<file path="src/hdl/rsas_pkg.sv">
package rsas_pkg;

  localparam int POS_W   = 16;
  localparam int GAIN_W  = 26;
  localparam int SUM_W   = 48;
  localparam int ERR_W   = 48;
  localparam int R_W     = 58;
  localparam int CAND_W  = 50;
  localparam int E_W     = 60;
  localparam int CNT_W   = 16;
  localparam int Q_DEPTH = 2;

  localparam logic [CNT_W-1:0] CNT_MAX = '1;
  localparam logic [ERR_W-1:0] ERR_MAX = '1;
  // ceil(2^35 / 25): n * 65536 / 100 == (n * RECIP_25) >> 21 for 16 bit n
  localparam logic [30:0] RECIP_25 = 31'd1374389535;
  localparam int RECIP_SHIFT = 21;

  localparam logic ACT_REGISTER = 1'b0;
  localparam logic ACT_UPDATE   = 1'b1;

  typedef enum logic [1:0] {
    REG_ALPHA_GAIN     = 2'd0,
    REG_UPDATE_ENABLED = 2'd1,
    REG_C_MIN          = 2'd2,
    REG_C_STEP         = 2'd3
  } reg_index_t;

  typedef struct packed {
    logic        action;
    logic [31:0] response_value;
    logic        last;
  } in_word_t;

  typedef struct packed {
    logic [9:0]  best_index;
    logic [31:0] best_value;
    logic        applied;
    logic        changed;
    logic [15:0] nodes_seen;
    logic [15:0] broadcasts_seen;
    logic [15:0] updates_seen;
  } out_word_t;

  // one classified element on its way from the front to the back
  typedef struct packed {
    logic              action;
    logic              applied;
    logic              last;
    logic              in_range;
    logic [POS_W-1:0]  pos;
    logic [31:0]       value;
    logic [GAIN_W-1:0] gain;
    logic [CNT_W-1:0]  nodes;
    logic [CNT_W-1:0]  updates;
  } elem_t;

  typedef struct packed {
    logic clearing;
  } back_status_t;

  function automatic logic [CNT_W-1:0] sat_inc(input logic [CNT_W-1:0] c);
    return (c == CNT_MAX) ? c : c + 1'b1;
  endfunction

endpackage

</file>
<file path="src/hdl/rsas_front.sv">
module rsas_front #(
  parameter int GRID_POINTS = 1024
) (
  input  logic                   clk,
  input  logic                   rst,
  input  logic                   push,
  output logic                   full,
  input  rsas_pkg::in_word_t     item,
  input  logic [23:0]            alpha_gain,
  input  logic                   update_enabled,
  input  rsas_pkg::back_status_t status,
  output logic                   q_wr,
  output rsas_pkg::elem_t        q_data,
  input  logic                   q_full
);
  import rsas_pkg::*;

  localparam int PW = $clog2(GRID_POINTS + 1);

  logic [PW-1:0]     position;
  logic [CNT_W-1:0]  node_count;
  logic [CNT_W-1:0]  update_count;
  logic              run_applied;
  logic              run_action;
  logic [GAIN_W-1:0] run_gain;

  logic              first;
  logic              in_range;
  logic [CNT_W-1:0]  node_count_next;
  logic [CNT_W-1:0]  update_count_next;
  logic              run_applied_next;
  logic              run_action_next;
  logic [GAIN_W-1:0] run_gain_next;
  logic [46:0]       dyn_prod;

  assign full = q_full || status.clearing;
  assign q_wr = push && !full;

  assign first    = (position == '0);
  assign in_range = (position < PW'(GRID_POINTS));

  always_comb begin
    node_count_next   = node_count;
    update_count_next = update_count;
    run_applied_next  = run_applied;
    run_action_next   = run_action;
    run_gain_next     = run_gain;
    if (first) begin
      run_action_next = item.action;
      if (item.action == ACT_REGISTER) begin
        node_count_next  = sat_inc(node_count);
        run_applied_next = 1'b1;
      end else begin
        update_count_next = sat_inc(update_count);
        run_applied_next  = update_enabled;
      end
    end
    // dynamic gain: nodes / 100 in q16
    dyn_prod = 47'(node_count_next) * 47'(RECIP_25);
    if (first) begin
      run_gain_next = (alpha_gain == '0) ? dyn_prod[RECIP_SHIFT +: GAIN_W]
                                         : GAIN_W'(alpha_gain);
    end
  end

  always_comb begin
    q_data.action   = run_action_next;
    q_data.applied  = run_applied_next;
    q_data.last     = item.last;
    q_data.in_range = in_range;
    q_data.pos      = POS_W'(position);
    q_data.value    = item.response_value;
    q_data.gain     = run_gain_next;
    q_data.nodes    = node_count_next;
    q_data.updates  = update_count_next;
  end

  always_ff @(posedge clk) begin
    if (rst) begin
      position     <= '0;
      node_count   <= '0;
      update_count <= '0;
      run_applied  <= 1'b0;
      run_action   <= 1'b0;
      run_gain     <= '0;
    end else if (q_wr) begin
      node_count   <= node_count_next;
      update_count <= update_count_next;
      run_applied  <= run_applied_next;
      run_action   <= run_action_next;
      run_gain     <= run_gain_next;
      if (item.last) begin
        position <= '0;
      end else if (in_range) begin
        position <= position + 1'b1;
      end
    end
  end

endmodule

</file>
<file path="config.mk">
export PLATFORM = sky130hd
export DESIGN_NAME = rsas_front
export DESIGN_NICKNAME = d
export VERILOG_FILES = /design/src/hdl/rsas_pkg.sv /design/src/hdl/rsas_front.sv
export SDC_FILE = /design/constraint.sdc
export NUM_CORES = 1
export LEC_CHECK = 0
export ABC_AREA = 0
export BUFFER_PORTS_ARGS = -buffer_cell sky130_fd_sc_hd__buf_4
export CAP_MARGIN = 0
export CORE_MARGIN = 2
export CORE_UTILIZATION = 25
export DETAILED_ROUTE_END_ITERATION = 8
export SYNTH_ARGS = -nofsm -noshare
export SYNTH_HDL_FRONTEND = slang
export SYNTH_SLANG_ARGS = --single-unit
</file>
<file path="constraint.sdc">
create_clock -name clk -period 12.7 [get_ports clk]
set_input_delay 2.54 -clock clk [delete_from_list [all_inputs] [get_ports clk]]
set_output_delay 2.54 -clock clk [all_outputs]
set_load 0.01 [all_outputs]
</file>
==> impl_results.md <==
* Tot Pwr at 0.000704 W
* Worst hold margin at 0.455 ns
* Clock Tree Buf Depth at 2
* Total Wirelength at 38100 um
* RR Endpoint: run_gain[25]
* Netlist cell types at 74
* Via count at 10200
* Cell family with most CP delay: adder cells
* Pins Over Slew Limit at 0
* Worst setup EP type: primary output
* WP buf/inv at 8
* Setup WS pre-CTS at 0.0106 ns
* Worst-Skew Late Latency at 0.36 ns
* Met1 Track Usage GR at 21.1%
* Hold WC Path Type: register to register
* Root Buffer: clkbuf_16
* Worst Path Arrival at 9.83 ns
* Via density at 4.85
* Finish-stage setup viols at 0
* Pleak at 7.26 nW
* Core region area at 47900 um2
* Post-synth EDFFs at 0
* RR Startpoint: node_count[0]
* Critical path type: primary input to primary output
* H-tree levels at 3
* Status: completed
* GR Util met3 at 1.91%
* I/O pin cnt at 176
* CP max stage cell: fa_1
* Top FF cell, synth: dfxtp_1
* Total congestion overflow at 0
* Largest net degree at the start of global routing at 51
* Initial Utilization at 25.4%
* PwrDens at 50.4 nW/um2
* Peak VDD IR at 0.0690 mV
* WHS Endpoint: run_gain[24]
* Delay of the slowest cell on the worst path at 0.55 ns
* Max-cap violations at 0
* Hold Startpoint: run_gain[24]
* Met2 usage at 24.9%
* Die Ht at 225 um
* Number of global-route vias before repair at 10400
* Number of cells on the critical path at 31
* Global-route wire length before repair at 59400 um
* Worst setup margin at 0.326 ns
* Clock transition at the registers of the reported paths at 0.06 ns
* DP Area at 13500 um2
* I/O Buffers at 106
* DIE WIDTH at 225 um
* Design Area, Final at 14000 um2
* Clk_skew at 0.0134 ns
* Synth warn at 0
* Crit share post-route at 97.4%
* Layout cell share with drive strength beyond 1 at 14.0%
* CP Max Fanout at 4
* Initial DRT Pass Iterations at 6
* Antenna Violating Nets Remaining at 0
* Routed wire length per instance at 18.1 um
* CTS Sinks at 71
* Ys async rst share at 0%
* GR peak layer: met2
* Antenna Diode Count at 0
* Sequential cell area at 1420 um2
* Slew @ Worst Pin at 0.743 ns
* Crit path time final at 12.37 ns
* Layout overhead on the synthesized area at 14.7%
* Starting DRT DRC Count at 624
* Worst Path Required at 10.16 ns
* Post-Syn Instances at 1414
* Seq/Total Area, Yosys at 11.7%
* Number of fill cells at 5086
* Post-Syn Area per Cell at 8.62 um2
* Hold depth at 2
* Netlist area before placement at 12200 um2
* Max_slew headroom at 50.1%
* CP startpoint kind: primary input
* Hold Violations, Final at 0
* Die ar. at 50500 um2
* Rows at 80
* Nets at 1878
* Footprint of the multi-input gates at 9550 um2
* GRT Util Overall at 15.2%
* Initial antenna violation count at 0
* Residual DRC at 0
* #FFs+latches synth at 71
* Reg2reg path depth at 31
* Core Util, Final at 29.2%
* Fmax at 80.8 MHz
* GP Congestion at 0.947
* Reg2reg setup slack at 4.30 ns
* Cts bufs inserted at 9
* TritonCTS clock tree: built
* Hpwl dp at 32800 um
worst max path at each step:
stage	slack, ns	start	endpoint
6_report	0.33	item[33]	q_data[53]
3_5_place_dp	0.01	item[33]	q_data[53]
2_1_floorplan	0.57	item[33]	q_data[53]
3_3_place_gp	0.11	item[33]	q_data[53]
5_1_grt	-0.03	item[33]	q_data[57]
4_1_cts	0.04	item[33]	q_data[55]
flip-flops by register name (all words and copies together) (netlist names):
| name | cells |
|---|---|
| run_gain | 26 |
| node_count | 16 |
| update_count | 16 |
| position | 11 |
| run_applied | 1 |
| run_action | 1 |
cell type report:
class / count / share of cell area (%)
Multi-Input combinational cell: 1026 / 68.3
Tap cell: 615 / 5.50
Inverter: 237 / 6.36
Sequential cell: 71 / 10.2
Clock inverter: 7 / 0.680
Timing Repair Buffer: 138 / 7.41
Clock buffer: 9 / 1.61
cell usage in the layout, fill, tap and decap left out, types with 5 or more instances in the layout:
master	n
a211oi_1	15
a21o_1	26
a21oi_1	99
a31oi_1	13
and3_1	19
buf_4	138
clkbuf_16	9
conb_1	5
dfxtp_1	71
fa_1	149
ha_1	180
inv_1	236
mux2i_1	7
nand2_1	90
nand3_1	29
nand4_1	30
nor2_1	88
nor2_2	5
nor2b_1	5
nor3_1	13
nor4_1	10
o21ai_0	67
o21ai_1	6
or3_1	16
xnor2_1	32
xor2_1	30
xor2_2	5
synthesized netlist by cell type (3+ instances only):
cell,number,area share (%)
fa_1,150,25
clkbuf_1,35,1.1
and3_1,19,0.98
a21oi_1,102,4.2
mux2_2,3,0.28
xor2_1,35,2.5
xnor2_1,34,2.4
dfxtp_1,71,12
o211ai_1,4,0.25
o21bai_1,3,0.18
o21ai_1,6,0.25
a31oi_1,13,0.67
nor2b_1,5,0.26
and2_1,4,0.21
nor3_1,15,0.62
nor2_1,93,2.9
buf_4,42,2.6
buf_2,6,0.25
a211oi_2,3,0.31
or2_2,3,0.15
mux2i_1,7,0.57
a211oi_1,16,0.99
ha_1,181,19
and4_1,4,0.29
inv_1,237,7.3
a21o_1,26,1.6
nand3_1,29,1.2
o21ai_0,68,2.8
nand2b_1,3,0.15
nand2_1,90,2.8
nor4_1,10,0.51
or3_1,16,0.82
o21a_1,3,0.18
nand4_1,30,1.5
logic make-up (layout without fill, tap and decap cells):
logic type                 Yosys count  after routing  share of synthesized area, %
buffers and inverters              321            391                          11.2
AOI/OAI and AO/OA                  272            272                          14.0
and+or+nand+nor                    338            338                          14.0
adders and majority gates          331            331                          43.2
xor gates and xnor gates            70             70                          5.09
other                                1              5                        0.0308
muxes                               10             10                         0.852
DFF                                 71             71                          11.7
report_power, final:
group,switching (W),internal [W],total [W]
Clock,0.000110,0.000172,0.000283
Combinational,0.000117,0.0000735,0.000190
Sequential,0.00000346,0.000228,0.000231
metrics by stage:
stage / std cells / TNS (ns)
finish: 2103 / 0
CTS: 2102 / 0
floorplan: 1418 / 0
global placement: 2086 / 0
detailed placement: 2086 / 0
global route: 2103 / -0.0554
tightest hold or removal path, stage by stage (launching register included):
cell and delay (ns):
dfxtp_1 0.31, nand2_1 0.05, a21oi_1 0.05
what timing repair did:
action,CTS,global route
hold buffers,0,0
hold endpoints to repair,0,0
endpoints found under the setup margin,1,20
setup buffers,0,1
pin swaps,0,9
gates resized for setup,1,24
routing by layer:
metal,routed length (um),share of wire (%),vias up
li1,-,-,4827
met1,17500,46,5028
met2,18000,47,311
met3,2000,5.2,34
met4,625,1.6,0
met5,0,0,-
(Power assumes the default switching activity.)
