**src/hdl/rsas_pkg.sv**
```systemverilog
package rsas_pkg;

  localparam int POS_W   = 16;
  localparam int GAIN_W  = 26;
  localparam int SUM_W   = 48;
  localparam int ERR_W   = 48;
  localparam int R_W     = 58;
  localparam int CAND_W  = 50;
  localparam int E_W     = 60;
  localparam int CNT_W   = 16;
  localparam int Q_DEPTH = 2;

  localparam logic [CNT_W-1:0] CNT_MAX = '1;
  localparam logic [ERR_W-1:0] ERR_MAX = '1;
  // ceil(2^35 / 25): n * 65536 / 100 == (n * RECIP_25) >> 21 for 16 bit n
  localparam logic [30:0] RECIP_25 = 31'd1374389535;
  localparam int RECIP_SHIFT = 21;

  localparam logic ACT_REGISTER = 1'b0;
  localparam logic ACT_UPDATE   = 1'b1;

  typedef enum logic [1:0] {
    REG_ALPHA_GAIN     = 2'd0,
    REG_UPDATE_ENABLED = 2'd1,
    REG_C_MIN          = 2'd2,
    REG_C_STEP         = 2'd3
  } reg_index_t;

  typedef struct packed {
    logic        action;
    logic [31:0] response_value;
    logic        last;
  } in_word_t;

  typedef struct packed {
    logic [9:0]  best_index;
    logic [31:0] best_value;
    logic        applied;
    logic        changed;
    logic [15:0] nodes_seen;
    logic [15:0] broadcasts_seen;
    logic [15:0] updates_seen;
  } out_word_t;

  // one classified element on its way from the front to the back
  typedef struct packed {
    logic              action;
    logic              applied;
    logic              last;
    logic              in_range;
    logic [POS_W-1:0]  pos;
    logic [31:0]       value;
    logic [GAIN_W-1:0] gain;
    logic [CNT_W-1:0]  nodes;
    logic [CNT_W-1:0]  updates;
  } elem_t;

  typedef struct packed {
    logic clearing;
  } back_status_t;

  function automatic logic [CNT_W-1:0] sat_inc(input logic [CNT_W-1:0] c);
    return (c == CNT_MAX) ? c : c + 1'b1;
  endfunction

endpackage

```
**src/hdl/rsas_fifo.sv**
```systemverilog
module rsas_fifo (
  input  logic          clk,
  input  logic          rst,
  input  logic          wr,
  input  rsas_pkg::elem_t wdata,
  input  logic          rd,
  output rsas_pkg::elem_t rdata,
  output logic          full,
  output logic          empty
);
  import rsas_pkg::*;

  localparam int PW = (Q_DEPTH > 1) ? $clog2(Q_DEPTH) : 1;
  localparam int CW = $clog2(Q_DEPTH + 1);

  elem_t          slots [Q_DEPTH];
  logic [PW-1:0]  wr_ptr;
  logic [PW-1:0]  rd_ptr;
  logic [CW-1:0]  count;

  assign full  = (count == CW'(Q_DEPTH));
  assign empty = (count == '0);
  assign rdata = slots[rd_ptr];

  always_ff @(posedge clk) begin
    if (wr && !full) begin
      slots[wr_ptr] <= wdata;
    end
  end

  always_ff @(posedge clk) begin
    if (rst) begin
      wr_ptr <= '0;
      rd_ptr <= '0;
      count  <= '0;
    end else begin
      if (wr && !full) begin
        wr_ptr <= (wr_ptr == PW'(Q_DEPTH - 1)) ? '0 : wr_ptr + 1'b1;
      end
      if (rd && !empty) begin
        rd_ptr <= (rd_ptr == PW'(Q_DEPTH - 1)) ? '0 : rd_ptr + 1'b1;
      end
      count <= count + CW'(wr && !full) - CW'(rd && !empty);
    end
  end

endmodule

```
**config.mk**
```make
export PLATFORM = sky130hd
export DESIGN_NAME = rsas_fifo
export DESIGN_NICKNAME = d
export VERILOG_FILES = /design/src/hdl/rsas_pkg.sv /design/src/hdl/rsas_fifo.sv
export SDC_FILE = /design/constraint.sdc
export NUM_CORES = 1
export LEC_CHECK = 0
export BUFFER_PORTS_ARGS = -buffer_cell sky130_fd_sc_hd__buf_2
export CORE_MARGIN = 5
export CORE_UTILIZATION = 55
export CTS_CLUSTER_SIZE = 28
export DETAILED_ROUTE_END_ITERATION = 8
export PLACE_DENSITY = 0.81
export SYNTH_ARGS = -nofsm -noshare
export SYNTH_HDL_FRONTEND = slang
export SYNTH_SLANG_ARGS = --single-unit
```
**constraint.sdc**
```tcl
create_clock -name clk -period 6.33 [get_ports clk]
set_input_delay 1.266 -clock clk [delete_from_list [all_inputs] [get_ports clk]]
set_output_delay 1.266 -clock clk [all_outputs]
set_load 0.05 [all_outputs]
```
==> results of run 1 <==
[area by class of cell]
type,instances,area (µm²)
flip-flops and latches,225,6710
fillers,939,4410
multi-input cells,128,1360
repair buffers,228,1150
clock buffers,32,649
well taps,184,230
clock inverters,10,58.8
inverters,4,17.5
[state kept, by name (all words and copies together), names as in the netlist, named ones only]
name	cells
slots	220
count	2
rd_ptr	1
wr_ptr	1
[through the flow]
step	cell area [µm²]	hold slack, ns	util (%)	instances
final	10200	0.510	69.8	811
after global placement	9470	0.478	64.9	769
after floorplan	8200	0.451	-	369
after global routing	10200	0.544	69.8	811
after detailed placement	9470	0.505	64.9	769
after CTS	10200	0.513	69.8	811
[power groups by stage]
stage               Sequential, W  Combinational (W)  Clock [W]
floorplan                 0.00198            0.00149          0
global placement          0.00203            0.00176          0
detailed placement        0.00205            0.00178          0
CTS                       0.00202            0.00179    0.00126
global route              0.00204            0.00184    0.00133
finish                    0.00201            0.00177    0.00123
[critical path, stage by stage (launching register included)]
cell     delay (ns)
dfxtp_4        0.90
buf_4          0.65
mux2_2         0.42
buf_2          0.21
[cells in the mapped netlist, types with 2 or more instances]
| library cell | number | area share [%] |
|---|---|---|
| edfxtp_1 | 220 | 81 |
| mux2_2 | 110 | 15 |
| buf_6 | 10 | 1.4 |
| dfxtp_1 | 5 | 1.2 |
| nor2_1 | 4 | 0.18 |
| inv_1 | 3 | 0.14 |
| ha_1 | 2 | 0.30 |
[cells by family (layout without fill, tap and decap cells)]
kind of cell	count (synthesis)	after routing	share of synthesized area (%)
flops	225	225	81.7
mux	110	110	15.1
buf+inv	16	274	1.71
simple gates	11	11	0.717
compound gates	3	3	0.213
fa+ha+maj	2	2	0.305
xor+xnor	2	2	0.214
[metal layers]
metal	vias up	GRT usage, %	wire, µm
li1	1946	-	-
met1	2032	21.7	6170
met2	176	29.1	7820
met3	27	5.15	1340
met4	4	3.89	210
met5	-	0	25
[how the worst max path moves through the flow]
stage	from	slack, ns	to	depth (start not counted)
after global routing	register	2.18	rdata[99]	3
after detailed placement	wr	2.79	slots[0][44]$_DFFE_PP_	5
after CTS	register	2.27	rdata[89]	3
final	register	2.32	rdata[99]	3
after global placement	register	2.84	rdata[89]	3
after floorplan	wr	2.07	slots[0][0]$_DFFE_PP_	3
==> impl_metrics.csv, run 1 <==
group,metric,value,unit
route,avgViaCountPerCell,5.16,
logic_synthesis,syn_inst,369,
cts,clockBufferDepth,3,
cts,numCtsBuffers,23,
cts,cts_hold_buf,0,
hold_path,whs_path_depth,2,
route,dr.pass1.iters,4,
grt,antenna_found_initial,2,
status,status,"complete, no violations",
floorplanning,dieHeight,132,µm
power_and_ir_drop,power,0.00501,W
sta,max_freq,0.249,GHz
sta,hold_viol_final,0,
logic_synthesis,ys_ff_latch,225,
route,detail_route.wl_per_cell,19.2,µm
floorplanning,core,0.0146,mm²
setup_path,r2r_setup_slack,3.70,ns
setup_path,cp-end-kind,"output pin",
layout,final_common_cell,"buf_2",
route,drc,0,
hold_path,holdPathEnd,"wr_ptr$_SDFFE_PP0P_",
sta,worst_pin_slew,0.854,ns
route,route.vias.total,4185,
job,maxCapViolations,0,
layout,drive_gt1_share,60.4,%
sta,grt_setup_unrepaired,"false",
layout,diodes,0,
hold_path,hold_start,"wr_ptr$_SDFFE_PP0P_",
cts,clk_latency,0.50,ns
sta,setup_ws,2.32,ns
logic_synthesis,ys_warn_count,0,
logic_synthesis,synth-seq-area-share,81.7,%
grt,first_global_vias,4530,
grt,grt_first_pass_wirelength,23700,µm
sta,finalCritPeriodShare,63.3,%
setup_path,worstRegToRegCells,5,
sta,setup_tns,0,ns
logic_synthesis,syn_nets,485,
sta,finClkSkew,0.0169,ns
cts,clk_pin_slew,0.06,ns
hold_path,min_path_type,"register to register",
sta,relSlewSlack,43.1,%
floorplanning,ioPinCount,226,
placed_design,portBuffers,225,
route,routed_wl,15600,µm
layout,final_cell_mix,"225 x buf_2, 220 x edfxtp_1, 110 x mux2_2",
power_and_ir_drop,swShare,38.2,%
logic_synthesis,ys.flop_type,"edfxtp_1",
power_and_ir_drop,p_switching,0.00191,W
cts,cts_setup_buffers,0,
cts,cts_tree,"done",
floorplanning,rows,44,
route,drt_iter0_drc,251,
setup_path,critPathLaunchType,"register",
cts,cts_root_buf,"clkbuf_16",
setup_path,timing.rr.end,"slots[0][44]$_DFFE_PP_",
placed_design,dpl_worst_slack,2.79,ns
setup_path,path_max_fanout,64,
power_and_ir_drop,p_int,0.00310,W
grt,grt_max_degree,65,
power_and_ir_drop,max-vdd-ir-drop,0.380,mV
logic_synthesis,yosys.cell_types.count,22,
power_and_ir_drop,p_clk_share,24.5,%
power_and_ir_drop,power_density,492,mW/mm²
cts,cts-resized-gates,0,
layout,area_growth,24.0,%
sta,slew_viol_final,0,
logic_synthesis,synth.avg_cell_area,22.2,µm²
cts,clkSinkCount,225,
setup_path,crit_type,"register to output pin",
floorplanning,die_area,0.0175,mm²
setup_path,worstPathRequired,5.06,ns
route,postRouteAntennaNets,0,
floorplanning,start_util,56.2,%
setup_path,arrival,2.74,ns
sta,period_needed,4.01,ns
grt,grt_use_total,17.1,%
placed_design,gp_congestion,0.740,
setup_path,reg2reg_from,"count[0]$_SDFF_PP0_",
floorplanning,die_x,132,µm
placed_design,dp_hpwl,10500,µm
logic_synthesis,synth-edff-count,220,
grt,grt_overflow,0,
layout,nets,726,
power_and_ir_drop,power_frac_seq,40.2,%
logic_synthesis,syn_area,0.00820,mm²
power_and_ir_drop,leakage,3.83,nW
sta,setup_violations,0,
logic_synthesis,synthArstFlopShare,0,%
cts,ctsHtreeMaxLevel,1,
power_and_ir_drop,pwr-share-comb,35.3,%
Note: power is estimated with default switching activity, not from simulation.
==> inputs of run 2 (changes only) <==
- ABC_AREA: unset -> 1
- CORE_UTILIZATION: 55 -> 53
- PLACE_DENSITY: 0.81 -> 0.78
- clock period: 6.33 -> 3.9 ns (I/O delays scaled with it)
==> run 2 against run 1 <==
Net effect:
- sequential power rose by 60%
- hold slack got worse by 0.029 ns
- critical path depth did not move
- largest power group unchanged
- non-clock buffer count rose by 3
==> impl_metrics.csv, run 2 <==
group,metric,value,unit
power_and_ir_drop,leakage,4.25,nW
cts,cts-resized-gates,0,
logic_synthesis,synth_top_area_share,76.0,%
layout,top_regs,"slots x220, count x2",
setup_path,arrival,2.25,ns
logic_synthesis,ys.flop_type,"edfxtp_1",
placed_design,dpl_worst_slack,1.35,ns
status,status,"complete, no violations",
setup_path,r2r_setup_slack,1.86,ns
sta,worst_pin_slew,0.817,ns
cts,numCtsBuffers,23,
setup_path,critPathLaunchType,"register",
layout,design_area,0.0107,mm²
cts,clkSinkCount,225,
floorplanning,rows,46,
logic_synthesis,synth-seq-area-share,77.2,%
setup_path,worstRegToRegCells,5,
sta,setup_violations,0,
job,maxCapViolations,0,
hold_path,whs_path_depth,1,
logic_synthesis,synth_common_cells,"220 x edfxtp_1, 100 x mux2_4, 10 x buf_12, 10 x inv_1, 10 x mux2_2",
placed_design,portBuffers,225,
hold_path,min_path_type,"input pin to register",
placed_design,dp_hpwl,10900,µm
cts,cts_tree,"done",
sta,slew_viol_final,0,
grt,antenna_found_initial,2,
cts,clk_latency,0.48,ns
setup_path,path_max_fanout,29,
logic_synthesis,synth-edff-count,220,
hold_path,hold_start,"wdata[56]",
route,routed_wl,15700,µm
layout,nets,741,
setup_path,cp-end-kind,"output pin",
cts,clk_pin_slew,0.06,ns
route,route.vias.total,4299,
sta,relSlewSlack,45.5,%
cts,cts_hold_buf,0,
layout,fillers,1117,
route,avgViaCountPerCell,5.02,
route,drt_iter0_drc,144,
logic_synthesis,synthArstFlopShare,0,%
sta,max_freq,0.330,GHz
sta,finalCritPeriodShare,77.7,%
cts,ctsHtreeMaxLevel,1,
grt,grt_overflow,0,
grt,grt_max_degree,63,
grt,grt_first_pass_wirelength,24500,µm
logic_synthesis,synth.most_common_cell,"edfxtp_1",
floorplanning,ioPinCount,226,
layout,area_growth,23.1,%
logic_synthesis,yosys.cell_types.count,13,
cts,cts_root_buf,"clkbuf_16",
logic_synthesis,syn_area,0.00869,mm²
floorplanning,dieHeight,138,µm
floorplanning,start_util,54.3,%
route,dr.pass1.iters,4,
placed_design,place_area,0.00996,mm²
grt,grt_use_total,15.8,%
layout,max_flop_register,"slots",
setup_path,reg2reg_from,"count[0]$_SDFF_PP0_",
power_and_ir_drop,power_density,757,mW/mm²
floorplanning,die_area,0.0191,mm²
layout,drive_gt1_share,58.8,%
setup_path,crit_type,"register to output pin",
sta,setup_tns,0,ns
logic_synthesis,syn_nets,497,
power_and_ir_drop,max-vdd-ir-drop,0.558,mV
logic_synthesis,ys_ff_latch,225,
sta,grt_setup_unrepaired,"false",
route,drc,0,
floorplanning,die_x,138,µm
sta,finClkSkew,0.00673,ns
logic_synthesis,synth_top_area_cell,"edfxtp_1",
cts,cts_setup_buffers,0,
logic_synthesis,synth.avg_cell_area,22.8,µm²
sta,hold_viol_final,0,
layout,final_cell_mix,"225 x buf_2, 220 x edfxtp_1, 100 x mux2_4",
logic_synthesis,syn_inst,381,
setup_path,timing.rr.end,"slots[1][100]$_DFFE_PP_",
route,detail_route.wl_per_cell,18.3,µm
setup_path,worstPathRequired,3.12,ns
placed_design,gp_congestion,0.746,
sta,period_needed,3.03,ns
logic_synthesis,ys_warn_count,0,
cts,clockBufferDepth,3,
sta,setup_ws,0.868,ns
route,postRouteAntennaNets,0,
floorplanning,core,0.0160,mm²
layout,largest_reg_flops,220,
layout,diodes,0,
layout,final_common_cell,"buf_2",
hold_path,holdPathEnd,"slots[0][56]$_DFFE_PP_",
logic_synthesis,synth_top_cells_by_area,"edfxtp_1 76%, mux2_4 17%, buf_12 2.3%",
grt,first_global_vias,4599,
-- run 2: cell count changes after synthesis, sizes merged, moves of 3 or more --
cell	before	now
nor2	4	9
nand2	1	8
inv	4	10
nand3	0	3
-- run 2: where the power goes --
part,leakage [nW],switching [W],internal (W),total [W]
logic,1.79,0.00193,0.000880,0.00281
registers,2.10,0.000140,0.00307,0.00321
clock network,0.361,0.000819,0.00125,0.00207
total,4.25,0.00289,0.00520,0.00809
-- run 2: layout make-up --
cell class	count	area [µm²]	share of cell area, %
Clock inverter	12	109	1.02
Multi-Input combinational cell	134	1740	16.2
Inverter	10	40.0	0.374
Clock buffer	29	618	5.78
Timing Repair Buffer	231	1210	11.3
Tap cell	216	270	2.53
Sequential cell	225	6710	62.8
-- run 2: stage by stage --
step | utilization, % | hold slack, ns | std cells | total power (W)
floorplan | - | 0.467 | 381 | 0.00563
global placement | 62.3 | 0.485 | 816 | 0.00604
detailed placement | 62.3 | 0.535 | 816 | 0.00610
CTS | 66.8 | 0.455 | 857 | 0.00820
global route | 66.8 | 0.453 | 857 | 0.00842
finish | 66.8 | 0.481 | 857 | 0.00809
-- run 2: worst max-delay path by stage --
stage	from	endpoint	slack, ns
after global routing	register	rdata[98]	0.76
after detailed placement	register	rdata[98]	1.35
after global placement	register	rdata[98]	1.41
after floorplan	wr	slots[1][0]$_DFFE_PP_	0.42
after CTS	register	rdata[98]	0.82
final	register	rdata[98]	0.87
-- run 2: per-layer routing --
layer,wire (µm),global-route usage (%),up-vias
met5,19,0,-
met4,348,3.69,4
met3,1560,6.31,32
met2,7570,26.4,192
met1,6210,19.5,2094
li1,-,-,1977
-- run 2: worst max-delay path, stage by stage, from the launching register on --
cell	delay, ns
dfxtp_4	0.71
buf_4	0.42
mux2_2	0.39
buf_2	0.21
-- run 2: cell families after synthesis --
logic type               Yosys count  share of synthesized area, %
multiplexers                     110                          18.6
adder cells (fa/ha/maj)            2                         0.288
flip-flops                       225                          77.2
buffers and inverters             22                          2.92
AND/OR/NAND/NOR                   20                         0.907
AO/OA/AOI/OAI                      2                         0.115
